--- config.mk ---
export PLATFORM = sky130hd
export DESIGN_NAME = grid_astar_path_search
export DESIGN_NICKNAME = d
export VERILOG_FILES = /design/src/rtl/core/gaps_pkg.sv /design/src/rtl/core/grid_astar_path_search.sv
export SDC_FILE = /design/constraint.sdc
export NUM_CORES = 2
export LEC_CHECK = 0
export ABC_AREA = 1
export BUFFER_PORTS_ARGS = -buffer_cell sky130_fd_sc_hd__buf_2
export CORE_MARGIN = 2
export CORE_UTILIZATION = 45
export DETAILED_ROUTE_END_ITERATION = 16
export GPL_TIMING_DRIVEN = 0
export HOLD_SLACK_MARGIN = 0.06
export SLEW_MARGIN = 20
export SYNTH_ARGS = -nofsm -noshare
export SYNTH_HDL_FRONTEND = slang
export SYNTH_SLANG_ARGS = --single-unit
export TNS_END_PERCENT = 100
--- constraint.sdc ---
create_clock -name clk -period 14.7 [get_ports clk]
set_input_delay 2.205 -clock clk [delete_from_list [all_inputs] [get_ports clk]]
set_output_delay 2.205 -clock clk [all_outputs]
set_load 0.01 [all_outputs]
--- src/rtl/core/gaps_pkg.sv ---
// Package for the grid path search: types, step costs, move tables and
// the integer square-root function used by the distance estimate. No dependencies.
`default_nettype none
package gaps_pkg;
  localparam int GridSideDef = 8;
  localparam int Cells = 64;
  localparam logic [9:0] StepStraight = 10'd10;
  localparam logic [9:0] StepDiag = 10'd14;

  typedef enum logic [1:0] {
    ST_STEP = 2'd0,
    ST_SAME = 2'd1,
    ST_BLOCKED = 2'd2,
    ST_NO_ROUTE = 2'd3
  } status_t;

  typedef enum logic [3:0] {
    S_IDLE, S_CLEAR, S_SCAN, S_STAIL, S_PICK, S_NBR, S_UPD, S_TRACE, S_TSTEP,
    S_EPRE, S_EMIT, S_STAT
  } state_t;

  function automatic logic signed [1:0] move_dx(input logic [2:0] d);
    case (d)
      3'd0, 3'd1, 3'd7: move_dx = 2'sd1;
      3'd3, 3'd4, 3'd5: move_dx = -2'sd1;
      default: move_dx = 2'sd0;
    endcase
  endfunction

  function automatic logic signed [1:0] move_dy(input logic [2:0] d);
    case (d)
      3'd1, 3'd2, 3'd3: move_dy = 2'sd1;
      3'd5, 3'd6, 3'd7: move_dy = -2'sd1;
      default: move_dy = 2'sd0;
    endcase
  endfunction

  // 10 * floor(sqrt(dx^2+dy^2)) for |dx|,|dy| < 8
  function automatic logic [9:0] guess(input logic [2:0] ax, input logic [2:0] ay);
    logic [6:0] s;
    logic [3:0] r;
    s = 7'({4'd0, ax} * {4'd0, ax}) + 7'({4'd0, ay} * {4'd0, ay});
    r = 4'd0;
    for (int i = 1; i <= 9; i++) begin
      if (7'(i * i) <= s) r = 4'(i);
    end
    guess = 10'(r) * 10'd10;
  endfunction
endpackage
`default_nettype wire

--- src/rtl/core/grid_astar_path_search.sv ---
// Grid path search top level: A* over an 8-connected tile grid.
// Depends on gaps_pkg.
//
// Usage: load tile_map through cfg_we/cfg_data while busy is low. Raise start
// with the four coordinates; the beat is taken at an edge with busy low.
// A blocked endpoint or start equal to goal gives one status beat in the
// next cycle. Otherwise the tables are cleared, then each expansion scans
// all tiles for the open tile of lowest priority (ties to lowest index),
// closes the winner in S_STAIL and S_PICK, then takes each neighbour in turn
// through the shared add/compare unit in S_NBR and S_UPD.
// The route is traced back into a stack (S_TRACE, S_TSTEP) and emitted
// start first, one beat a cycle on result_valid, last on the final beat.
// A search with no route ends after a final scan that finds no open tile.
// Reset clears control state and tile_map; tables are swept at each start that passes the endpoint checks.
// The receiver cannot stall: each result is present for one cycle only.
`default_nettype none
module grid_astar_path_search #(
  parameter int GRID_SIDE = gaps_pkg::GridSideDef
) (
  input  wire logic       clk,
  input  wire logic       rst,
  input  wire logic       cfg_we,
  input  wire logic [63:0] cfg_data,
  input  wire logic       start,
  output logic            busy,
  input  wire logic [2:0] start_x,
  input  wire logic [2:0] start_y,
  input  wire logic [2:0] goal_x,
  input  wire logic [2:0] goal_y,
  output logic            result_valid,
  output logic [2:0]      step_dir,
  output logic [1:0]      status,
  output logic            last
);
  import gaps_pkg::*;

  logic [63:0] tile_map;
  state_t state, state_next;
  logic [2:0] sx, sy, gx, gy;
  logic [1:0] stat_code;
  logic [5:0] idx;
  logic [5:0] best;
  logic       found;
  logic [9:0] best_p, best_g;
  logic [5:0] cur;
  logic [2:0] nd;
  logic [5:0] depth;
  logic [63:0] opn, cls;
  logic [9:0] cost_mem [Cells];
  logic [9:0] prio_mem [Cells];
  logic [2:0] came_mem [Cells];
  logic [2:0] stack [Cells];
  logic [9:0] prio_rd, cost_rd;
  logic [2:0] came_rd, stack_rd;
  logic [5:0] rd_addr, stk_addr;
  logic [9:0] start_p;

  function automatic logic pass(input logic [63:0] m, input logic [3:0] x,
                                input logic [3:0] y);
    pass = (x < 4'(GRID_SIDE)) && (y < 4'(GRID_SIDE)) && m[{y[2:0], x[2:0]}];
  endfunction

  // neighbour candidate
  logic [3:0] nx, ny;
  logic [5:0] ni;
  logic       nok;
  logic [9:0] ng, np, ax_g;
  logic [2:0] adx, ady;
  always_comb begin
    nx = 4'({1'b0, cur[2:0]} + 4'(signed'(move_dx(nd))));
    ny = 4'({1'b0, cur[5:3]} + 4'(signed'(move_dy(nd))));
    ni = {ny[2:0], nx[2:0]};
    adx = (nx[2:0] > gx) ? nx[2:0] - gx : gx - nx[2:0];
    ady = (ny[2:0] > gy) ? ny[2:0] - gy : gy - ny[2:0];
    ax_g = guess(adx, ady);
    ng = best_g + (nd[0] ? StepDiag : StepStraight);
    np = ng + ax_g;
    nok = !nx[3] && !ny[3] && pass(tile_map, nx, ny) && !cls[ni] &&
          (!opn[ni] || prio_rd > np);
  end

  // scan data arrives in the cycle after its address
  logic [5:0] scan_idx;
  logic       scan_hit;
  assign scan_idx = idx - 6'd1;
  assign scan_hit = (state == S_STAIL || idx != 6'd0) && opn[scan_idx] &&
                    (!found || prio_rd < best_p);

  assign start_p = guess((sx > gx) ? sx - gx : gx - sx,
                         (sy > gy) ? sy - gy : gy - sy);
  assign rd_addr = (state == S_SCAN) ? idx : ni;
  assign stk_addr = (state == S_EMIT) ? depth - 6'd2 : depth - 6'd1;

  logic [3:0] tx, ty;
  assign tx = 4'({1'b0, cur[2:0]} - 4'(signed'(move_dx(came_rd))));
  assign ty = 4'({1'b0, cur[5:3]} - 4'(signed'(move_dy(came_rd))));

  always_comb begin
    state_next = state;
    case (state)
      S_IDLE: begin
        if (start) begin
          if (!pass(tile_map, {1'b0, start_x}, {1'b0, start_y}) ||
              !pass(tile_map, {1'b0, goal_x}, {1'b0, goal_y}) ||
              (start_x == goal_x && start_y == goal_y)) state_next = S_STAT;
          else state_next = S_CLEAR;
        end
      end
      S_CLEAR: if (idx == 6'd63) state_next = S_SCAN;
      S_SCAN: if (idx == 6'd63) state_next = S_STAIL;
      S_STAIL: state_next = S_PICK;
      S_PICK: begin
        if (!found) state_next = S_STAT;
        else if (best == {gy, gx}) state_next = S_TRACE;
        else state_next = S_NBR;
      end
      S_NBR: state_next = S_UPD;
      S_UPD: if (nd == 3'd7) state_next = S_SCAN; else state_next = S_NBR;
      S_TRACE: if (cur == {sy, sx} || depth == 6'd63) state_next = S_EPRE;
               else state_next = S_TSTEP;
      S_TSTEP: if (tx[3] || ty[3]) state_next = S_EPRE; else state_next = S_TRACE;
      S_EPRE: state_next = S_EMIT;
      S_EMIT: if (depth == 6'd1) state_next = S_IDLE;
      S_STAT: state_next = S_IDLE;
      default: state_next = S_IDLE;
    endcase
  end

  always_comb begin
    busy = (state != S_IDLE);
    result_valid = 1'b0;
    step_dir = 3'd0;
    status = ST_STEP;
    last = 1'b0;
    case (state)
      S_EMIT: begin
        result_valid = 1'b1;
        step_dir = stack_rd;
        last = (depth == 6'd1);
      end
      S_STAT: begin
        result_valid = 1'b1;
        status = stat_code;
        last = 1'b1;
      end
      default: ;
    endcase
  end

  always_ff @(posedge clk) begin
    if (state == S_CLEAR) begin
      cost_mem[idx] <= 10'd0;
      prio_mem[idx] <= (idx == {sy, sx}) ? start_p : 10'd0;
      came_mem[idx] <= 3'd0;
    end else if (state == S_UPD && nok) begin
      cost_mem[ni] <= ng;
      prio_mem[ni] <= np;
      came_mem[ni] <= nd;
    end
    if (state == S_TSTEP) stack[depth] <= came_rd;
    prio_rd <= prio_mem[rd_addr];
    cost_rd <= cost_mem[rd_addr];
    came_rd <= came_mem[cur];
    stack_rd <= stack[stk_addr];
  end

  always_ff @(posedge clk) begin
    if (rst) begin
      state <= S_IDLE;
      tile_map <= 64'd0;
      opn <= 64'd0;
      cls <= 64'd0;
    end else begin
      state <= state_next;
      if (cfg_we) tile_map <= cfg_data;
      case (state)
        S_IDLE: begin
          sx <= start_x; sy <= start_y; gx <= goal_x; gy <= goal_y;
          idx <= 6'd0;
          opn <= 64'd0;
          cls <= 64'd0;
          if (!pass(tile_map, {1'b0, start_x}, {1'b0, start_y}) ||
              !pass(tile_map, {1'b0, goal_x}, {1'b0, goal_y})) stat_code <= ST_BLOCKED;
          else stat_code <= ST_SAME;
        end
        S_CLEAR: begin
          idx <= idx + 6'd1;
          found <= 1'b0;
          if (idx == 6'd63) opn[{sy, sx}] <= 1'b1;
        end
        S_SCAN, S_STAIL: begin
          if (scan_hit) begin
            found <= 1'b1;
            best <= scan_idx;
            best_p <= prio_rd;
            best_g <= cost_rd;
          end
          if (state == S_SCAN) idx <= idx + 6'd1;
        end
        S_PICK: begin
          nd <= 3'd0;
          cur <= best;
          depth <= 6'd0;
          found <= 1'b0;
          if (found) begin
            opn[best] <= 1'b0;
            cls[best] <= 1'b1;
          end else stat_code <= ST_NO_ROUTE;
        end
        S_UPD: begin
          if (nok) opn[ni] <= 1'b1;
          nd <= nd + 3'd1;
        end
        S_TSTEP: begin
          depth <= depth + 6'd1;
          cur <= {ty[2:0], tx[2:0]};
        end
        S_EMIT: depth <= depth - 6'd1;
        default: ;
      endcase
    end
  end

  a_emit_one: assert property (@(posedge clk) disable iff (rst)
    result_valid && last |=> !result_valid) else $error("beat after last");
  a_busy_out: assert property (@(posedge clk) disable iff (rst)
    result_valid |-> busy) else $error("result while idle");
  a_stat_last: assert property (@(posedge clk) disable iff (rst)
    result_valid && status != ST_STEP |-> last && step_dir == 3'd0)
    else $error("status beat malformed");
  a_closed: assert property (@(posedge clk) disable iff (rst)
    state == S_NBR |-> (opn & cls) == 64'd0) else $error("tile open and closed");
endmodule
`default_nettype wire

Yosys cells after proc, flatten, opt, wreduce, memory -nomap -nowiden --
Memory sizes are Yosys's and may differ from the RTL's. A register that Yosys moved wholly into a read port is not among the register bits. Cells that the tools add are included.
Storage, ports and cells: bits in registers 258, RAM bits 1664, bits of input ports 80, output and inout bits 8, memories 4
Memories:
- cost_mem | depth 64, width 10, rd ports 1, clocked after Yosys merged registers in 1, write ports 1, RTL line grid_astar_path_search.sv:49 | logic [9:0] cost_mem [Cells];
- prio_mem | depth 64, width 10, rd ports 1, clocked after Yosys merged registers in 1, write ports 1, RTL line grid_astar_path_search.sv:50 | logic [9:0] prio_mem [Cells];
- came_mem | depth 64, width 3, rd ports 1, clocked after Yosys merged registers in 1, write ports 1, RTL line grid_astar_path_search.sv:51 | logic [2:0] came_mem [Cells];
- stack | depth 64, width 3, rd ports 1, clocked after Yosys merged registers in 1, write ports 1, RTL line grid_astar_path_search.sv:52 | logic [2:0] stack [Cells];
Operators by class: add/subtract/negate cells 22, multiply operators 6, $lt $le $gt $ge 35, equality and inequality tests 42, multiplexer cells 95, bitwise operators 6, reductions and logical operators 64
Operators with widths (number):
- $mux W64 | 4
- $pmux W64 S4 | 1
- $or A64 B64 Y64 | 3
- $pmux W64 S2 | 1
- $mux W4 | 23
- $and A64 B64 Y64 | 1
- $not A64 Y64 | 1
- $pmux W4 S11 | 1
- $lt A6 B7 Y1 const B | 6
- $bmux W1 S6 | 6
- $mux W6 | 6
- $pmux W6 S3 | 2
- $le A5 B7 Y1 const A | 4
- $le A6 B7 Y1 const A | 4
- $le A7 B7 Y1 const A | 4
- $reduce_or A3 Y1 | 9
- $eq A3 B3 Y1 const B | 8
- $mul A3 B3 Y6 | 4
- $mux W1 | 24
- $mux W3 | 8
- $sub A3 B3 Y3 | 8
- $mux W10 | 2
- $pmux W2 S2 | 5
- $reduce_or A10 Y1 | 2
- 50 further kinds | 133

Depth between registers and ports, before layout --
word-level depth 29, mapped depth 58, depth with buffers taken out 56

Least setup slack after synthesis --
OpenSTA, ideal clock, no wires.
kind flip-flop to flip-flop, start point reg nd[0], end point mem prio_mem[0][3], data pin, library setup time 0.702 ns, arrival 11.382 ns, slack 2.617 ns, cell stages (with the launch flop) 50, buffers on the path 4, period minus slack after synthesis 12.083 ns, cell sequence edfxtp_1 > ha_1 > ha_1 > inv_1 > nand3_1 > ha_1 > inv_1 > fa_1 > inv_1 > buf_2 > buf_2 > ha_1 > nand2_1 > o21ai_0 > nand2_1 > mux2_2 > xor2_1 > inv_1 > [... 14 more ...] > xor2_1 > ha_1 > inv_1 > o21ai_0 > a21oi_1 > nor2_1 > xor2_1 > ha_1 > nand2_1 > nor2_1 > nand4_1 > nand3b_1 > o21ai_0 > nand2_1 > nand4_4 > buf_6 > clkbuf_1 > o21ai_0
Between the ends: longest elaborated chain between the ends 29, elaborated cells between the ends (all ways) 75, those cells by class add/sub: 9; mul: 3; order compare: 14; eq/ne: 7; mux: 24; reduce/logical: 18
RTL lines:
- start: declaration | RTL line grid_astar_path_search.sv:46 | logic [2:0] nd;
- start signal: assignment | RTL line grid_astar_path_search.sv:212 | nd <= nd + 3'd1;
- $eq A3 B3 Y1, or another cell as far along | RTL line gaps_pkg.sv:23, gaps_pkg.sv:31
- $reduce_or A3 Y1 (on tied branches) | RTL line gaps_pkg.sv:23, gaps_pkg.sv:31
- $pmux W2 S2 (on tied branches) | RTL line gaps_pkg.sv:23, gaps_pkg.sv:31
- $add A3 B4 Y4 (on tied branches) | RTL line grid_astar_path_search.sv:70, grid_astar_path_search.sv:71
- $sub A3 B3 Y3, or another cell as far along | RTL line grid_astar_path_search.sv:73 | adx = (nx[2:0] > gx) ? nx[2:0] - gx : gx - nx[2:0];
- $mux W3 (on tied branches) | RTL line grid_astar_path_search.sv:73, grid_astar_path_search.sv:74
- $mul A3 B3 Y6 | RTL line gaps_pkg.sv:42 | s = 7'({4'd0, ax} * {4'd0, ax}) + 7'({4'd0, ay} * {4'd0, ay});
- $add A6 B6 Y7 | RTL line gaps_pkg.sv:42
- [... 13 more ...]
- $logic_or A1 B1 Y1 | RTL line grid_astar_path_search.sv:79 | (!opn[ni] || prio_rd > np);
- $logic_and A1 B1 Y1 | RTL line grid_astar_path_search.sv:78 | nok = !nx[3] && !ny[3] && pass(tile_map, nx, ny) && !cls[ni] &&
- $logic_and A1 B1 Y1 | RTL line grid_astar_path_search.sv:155 | end else if (state == S_UPD && nok) begin
- $mux W1 | RTL line grid_astar_path_search.sv:155
- $mux W1 | RTL line grid_astar_path_search.sv:151 | if (state == S_CLEAR) begin
- $mux W1 (implied by the code) | RTL line grid_astar_path_search.sv:157 | prio_mem[ni] <= np;
- $reduce_or A10 Y1 (no line)
- $mux W10 (no line) (*)
- end: declaration | RTL line grid_astar_path_search.sv:50
Mark *: on every way between the ends. The rest lies on a longest branch, timed or not. The select of a mux whose other input is x is not followed.

Worst setup path after layout --
start point reg nd[0], end point mem cost_mem[62][4] (enable)
Between the ends: longest elaborated chain between the ends 29, elaborated cells between the ends (all ways) 76, those cells by class add/sub: 9; mul: 3; order compare: 14; eq/ne: 7; mux: 25; reduce/logical: 18
RTL lines:
- $eq A3 B3 Y1, or another cell as far along | RTL line gaps_pkg.sv:23, gaps_pkg.sv:31
- $reduce_or A3 Y1 (on tied branches) | RTL line gaps_pkg.sv:23, gaps_pkg.sv:31
- $pmux W2 S2 (on tied branches) | RTL line gaps_pkg.sv:23, gaps_pkg.sv:31
- $add A3 B4 Y4 (on tied branches) | RTL line grid_astar_path_search.sv:70, grid_astar_path_search.sv:71
- $sub A3 B3 Y3, or another cell as far along | RTL line grid_astar_path_search.sv:73
- $mux W3 (on tied branches) | RTL line grid_astar_path_search.sv:73, grid_astar_path_search.sv:74
- $mul A3 B3 Y6 | RTL line gaps_pkg.sv:42
- $add A6 B6 Y7 | RTL line gaps_pkg.sv:42
- [... 13 more ...]
- $logic_or A1 B1 Y1 | RTL line grid_astar_path_search.sv:79
- $logic_and A1 B1 Y1 | RTL line grid_astar_path_search.sv:78
- $logic_and A1 B1 Y1 | RTL line grid_astar_path_search.sv:155
- $mux W1 | RTL line grid_astar_path_search.sv:155
- $mux W1 | RTL line grid_astar_path_search.sv:151
- $mux W1 (implied by the code) | RTL line grid_astar_path_search.sv:156 | cost_mem[ni] <= ng;
- $reduce_or A10 Y1 (no line)
- $mux W6 (no line) or $mux W1 (tied branches)
- end: declaration | RTL line grid_astar_path_search.sv:49
Several ways; a longest one is shown, not always the timed one. The select of a mux whose other input is x is not followed.

==> impl_metrics.csv <==
group,metric,value,unit
floorplanning,die_x,433.2,um
sta,slew_headroom,9.780,%
worst_hold_path,hold_start,"cost_rd[8]",
power,power.switching,0.01071,W
cells_and_area,drive_gt1_share,8.568,%
global_routing,grt_overflow,0,
logic_synthesis,synth_most_common_cell,"edfxtp_1",
critical_path,cp_slowest_cell,"nor2_4",
logic_synthesis,synth.top_cell.area_share,60.17,%
detailed_routing,drtAntennaViolNets,0,
sta,whs,381.5,ps
clock_tree,clk_pin_slew,70,ps
global_routing,grt_max_degree,65,
logic_synthesis,synth-adder-area-share,2.056,%
power,seqPwrFrac,27.5,%
power,p_int,0.01232,W
floorplanning,die_y,433.2,um
critical_path,r2r-start,"nd[0]",
global_routing,antenna_found_initial,10,
logic_synthesis,avgSynthCellArea,10.71,um^2
clock_tree,cts_resized,0,
placement,port_buffers,86,
clock_tree,cts_buffers,197,
cells_and_area,fin_area,96710,um^2
sta,fin_crit,13370,ps
logic_synthesis,synth-seq-cells,1882,
flow_run,maxCapViolCount,0,
floorplanning,core-area,183100,um^2
logic_synthesis,ys_warn_count,0,
floorplanning,ios,88,
power,power.density,238.1,nW/um^2
logic_synthesis,synth-simple-area-share,13.76,%
cells_and_area,fin_cells,10790,
critical_path,crit_fanout,16,
power,p_comb_share,50.5,%
logic_synthesis,yosysSeqAreaShare,65.50,%
sta,skew,61.68,ps
clock_tree,cts.path.max_buffers,3,
placement,dpl.hpwl,229700,um
detailed_routing,drt_first_iter_violations,9202,
global_routing,globalRouteTotalUtil,34.35,%
status,status,"finished, final reports clean",
sta,worst_slew_pin_slew,1343,ps
logic_synthesis,synth_area,82900,um^2
detailed_routing,routedWlPerCell,30.33,um
critical_path,critPathRequiredTime,15260,ps
critical_path,critPathArrivalTime,13930,ps
logic_synthesis,synthTopCellsByArea,"edfxtp_1 (60%), o21ai_0 (6.5%), nor2_1 (6.2%), dfxtp_1 (5.3%), nand2_1 (4.5%)",
logic_synthesis,ys.flop_type,"edfxtp_1",
logic_synthesis,synth_xor_xnor_area_share,0.4649,%
detailed_routing,vias,66530,
detailed_routing,via_per_inst,6.166,
logic_synthesis,synth_compound_area_share,14.00,%
critical_path,cp-startpoint,"nd[0]",
global_routing,grt_pass1_vias,63200,
power,ir_worst_vdd,0.0007511,V
floorplanning,die_area,187700,um^2
worst_hold_path,whs_path_depth,0,
clock_tree,holdBufCountCts,0,
clock_tree,cts_setup_buffers,0,
sta,max_freq,0.07479,GHz
placement,placed_area,90190,um^2
logic_synthesis,synth_top_family_by_area,"compound AO/OA/AOI/OAI gates",
sta,report.final.hold_viol_count,0,
sta,setup_viol_count_final,0,
critical_path,cp-start-kind,"register",
power,p_clk_share,21.9,%
clock_tree,cts.sinks,1882,
clock_tree,cts_root_buf,"clkbuf_16",
critical_path,critPathMaxStageDelay,970,ps
logic_synthesis,synth_cell_types,54,
logic_synthesis,synth_edf_count,1661,
logic_synthesis,synth_nets,7944,
clock_tree,cts_max_level,4,
cells_and_area,fin_nets,8359,
sta,fin_crit_sh,90.96,%
cells_and_area,n_fill_cell,15960,
cells_and_area,syn_to_final_growth,16.65,%
logic_synthesis,async_flop_share,0,%
detailed_routing,drc_errors,0,
logic_synthesis,syn_inst,7741,
logic_synthesis,synthMuxAreaShare,0.07697,%
sta,rsz0062_at_grt,"no",
placement,place.gp.congestion,1.021,
clock_tree,worstSkewPairLatency,890,ps
sta,slew_violations,0,
logic_synthesis,synth_top_area_cell,"edfxtp_1",
detailed_routing,dr.pass1.iters,8,
power,leakagePower,30.77,nW
floorplanning,core.rowCount,157,
placement,dpl.cell_count,10420,
floorplanning,start_util,45.28,%
critical_path,endpoint_kind,"register",
critical_path,ff2ff_path_depth,50,
critical_path,criticalPathCategory,"register to register",
clock_tree,cts_tree,"yes",
global_routing,grt_pass1_wl,457700,um
logic_synthesis,synthTopCellsByCount,"edfxtp_1 (1661), nor2_1 (1369), o21ai_0 (1069), nand2_1 (989), clkbuf_1 (405)",
detailed_routing,finalWirelength,327300,um
power,switching_share,46.50,%
worst_hold_path,hold_class,"register to register",
[critical path, delay by kind of cell, from the launching register on]
| family | cells | cell delay [ps] |
|---|---|---|
| fa+ha+maj | 11 | 3640 |
| xor+xnor | 4 | 1040 |
| mux | 1 | 350 |
| buf+inv | 9 | 1560 |
| compound gates | 9 | 2300 |
| flops | 1 | 570 |
| simple gates | 16 | 3530 |
[metal layers]
metal / part of all wire [%] / track usage (%) / up-vias
met3: 11 / 7.034 / 959
met5: 0.0043 / 0 / -
met4: 7.2 / 21.47 / 2
met2: 45 / 53.15 / 4258
li1: - / - / 28690
met1: 37 / 44.34 / 32620
[per-stage QoR]
step	total power [W]	worst slack (ps)	utilization [%]	setup TNS (ps)
floorplan	0.01333	2617	-	0
global placement	0.01706	-5004	47.20	-2525980
detailed placement	0.01774	1701	49.26	0
CTS	0.02274	1631	52.81	0
global route	0.02423	598.2	52.82	0
finish	0.02303	1329	52.82	0
[power groups by stage]
stage	combinational (W)	sequential, W	clock [W]
6_report	0.0116	0.00633	0.00505
3_3_place_gp	0.0105	0.00657	0
2_1_floorplan	0.00690	0.00643	0
5_1_grt	0.0126	0.00635	0.00528
3_5_place_dp	0.0113	0.00644	0
4_1_cts	0.0113	0.00633	0.00507
[final cells by class]
| type | count | area [um^2] | area share, % |
|---|---|---|---|
| diodes | 3 | 7.507 | 0.007763 |
| plain buffers | 494 | 2047 | 2.117 |
| clock buffers | 232 | 5122 | 5.297 |
| clock inverters | 133 | 1376 | 1.423 |
| inverters | 369 | 1388 | 1.435 |
| multi-input cells | 4996 | 25880 | 26.76 |
| flip-flops and latches | 1882 | 54310 | 56.16 |
| well taps | 2464 | 3083 | 3.188 |
| repair buffers | 216 | 3488 | 3.607 |
[flip-flops by register name, indices dropped and copies added, names as in the netlist, 4 cells and up]
signal and cells:
depth 6, state 4, tile_map 64, came_mem 192
best_g 9, cost_mem 640, best_p 10, cls 64
prio_rd 10, cost_rd 9, prio_mem 576, cur 6
stack 192, idx 6, opn 64, best 6
[cells by family after synthesis]
| logic type | Yosys count |
|---|---|
| simple gates | 2837 |
| compound gates | 1986 |
| flops | 1882 |
| buf+inv | 863 |
| fa+ha+maj | 123 |
| xor+xnor | 44 |
| mux | 6 |
[cells in the final DEF, fill, tap and decap left out, drive strengths merged, types with 2 or more instances in the layout]
cell type	synthesis	routed
nor3	47	47
xor2	31	31
a21oi	197	197
nor3b	3	3
a31oi	7	7
o21a	2	2
nand3	382	382
or2	5	5
nand4	24	24
o221ai	165	165
edfxtp	1661	1661
diode	0	3
nand3b	10	10
dfxtp	221	221
o211ai	174	174
a221oi	3	3
nor2	1370	1370
mux2	3	3
ha	101	101
clkinvlp	0	14
fa	22	22
buf	89	305
nor4	4	4
mux2i	3	3
nand2	991	991
bufinv	0	19
o32ai	4	4
o21ai	1097	1097
o2111ai	3	3
clkbuf	405	637
o22ai	251	251
inv	360	369
xnor2	13	13
o31ai	67	67
clkinv	9	100
o21bai	9	9
[final timing paths]
check                           slack [ps]         endpoint
worst min-delay path                   380        best_g[8]
worst min register to register         380        best_g[8]
worst max register to register        1330  cost_mem[62][4]
worst max-delay path                  1330  cost_mem[62][4]
Note: power is estimated with default switching activity, not from simulation.
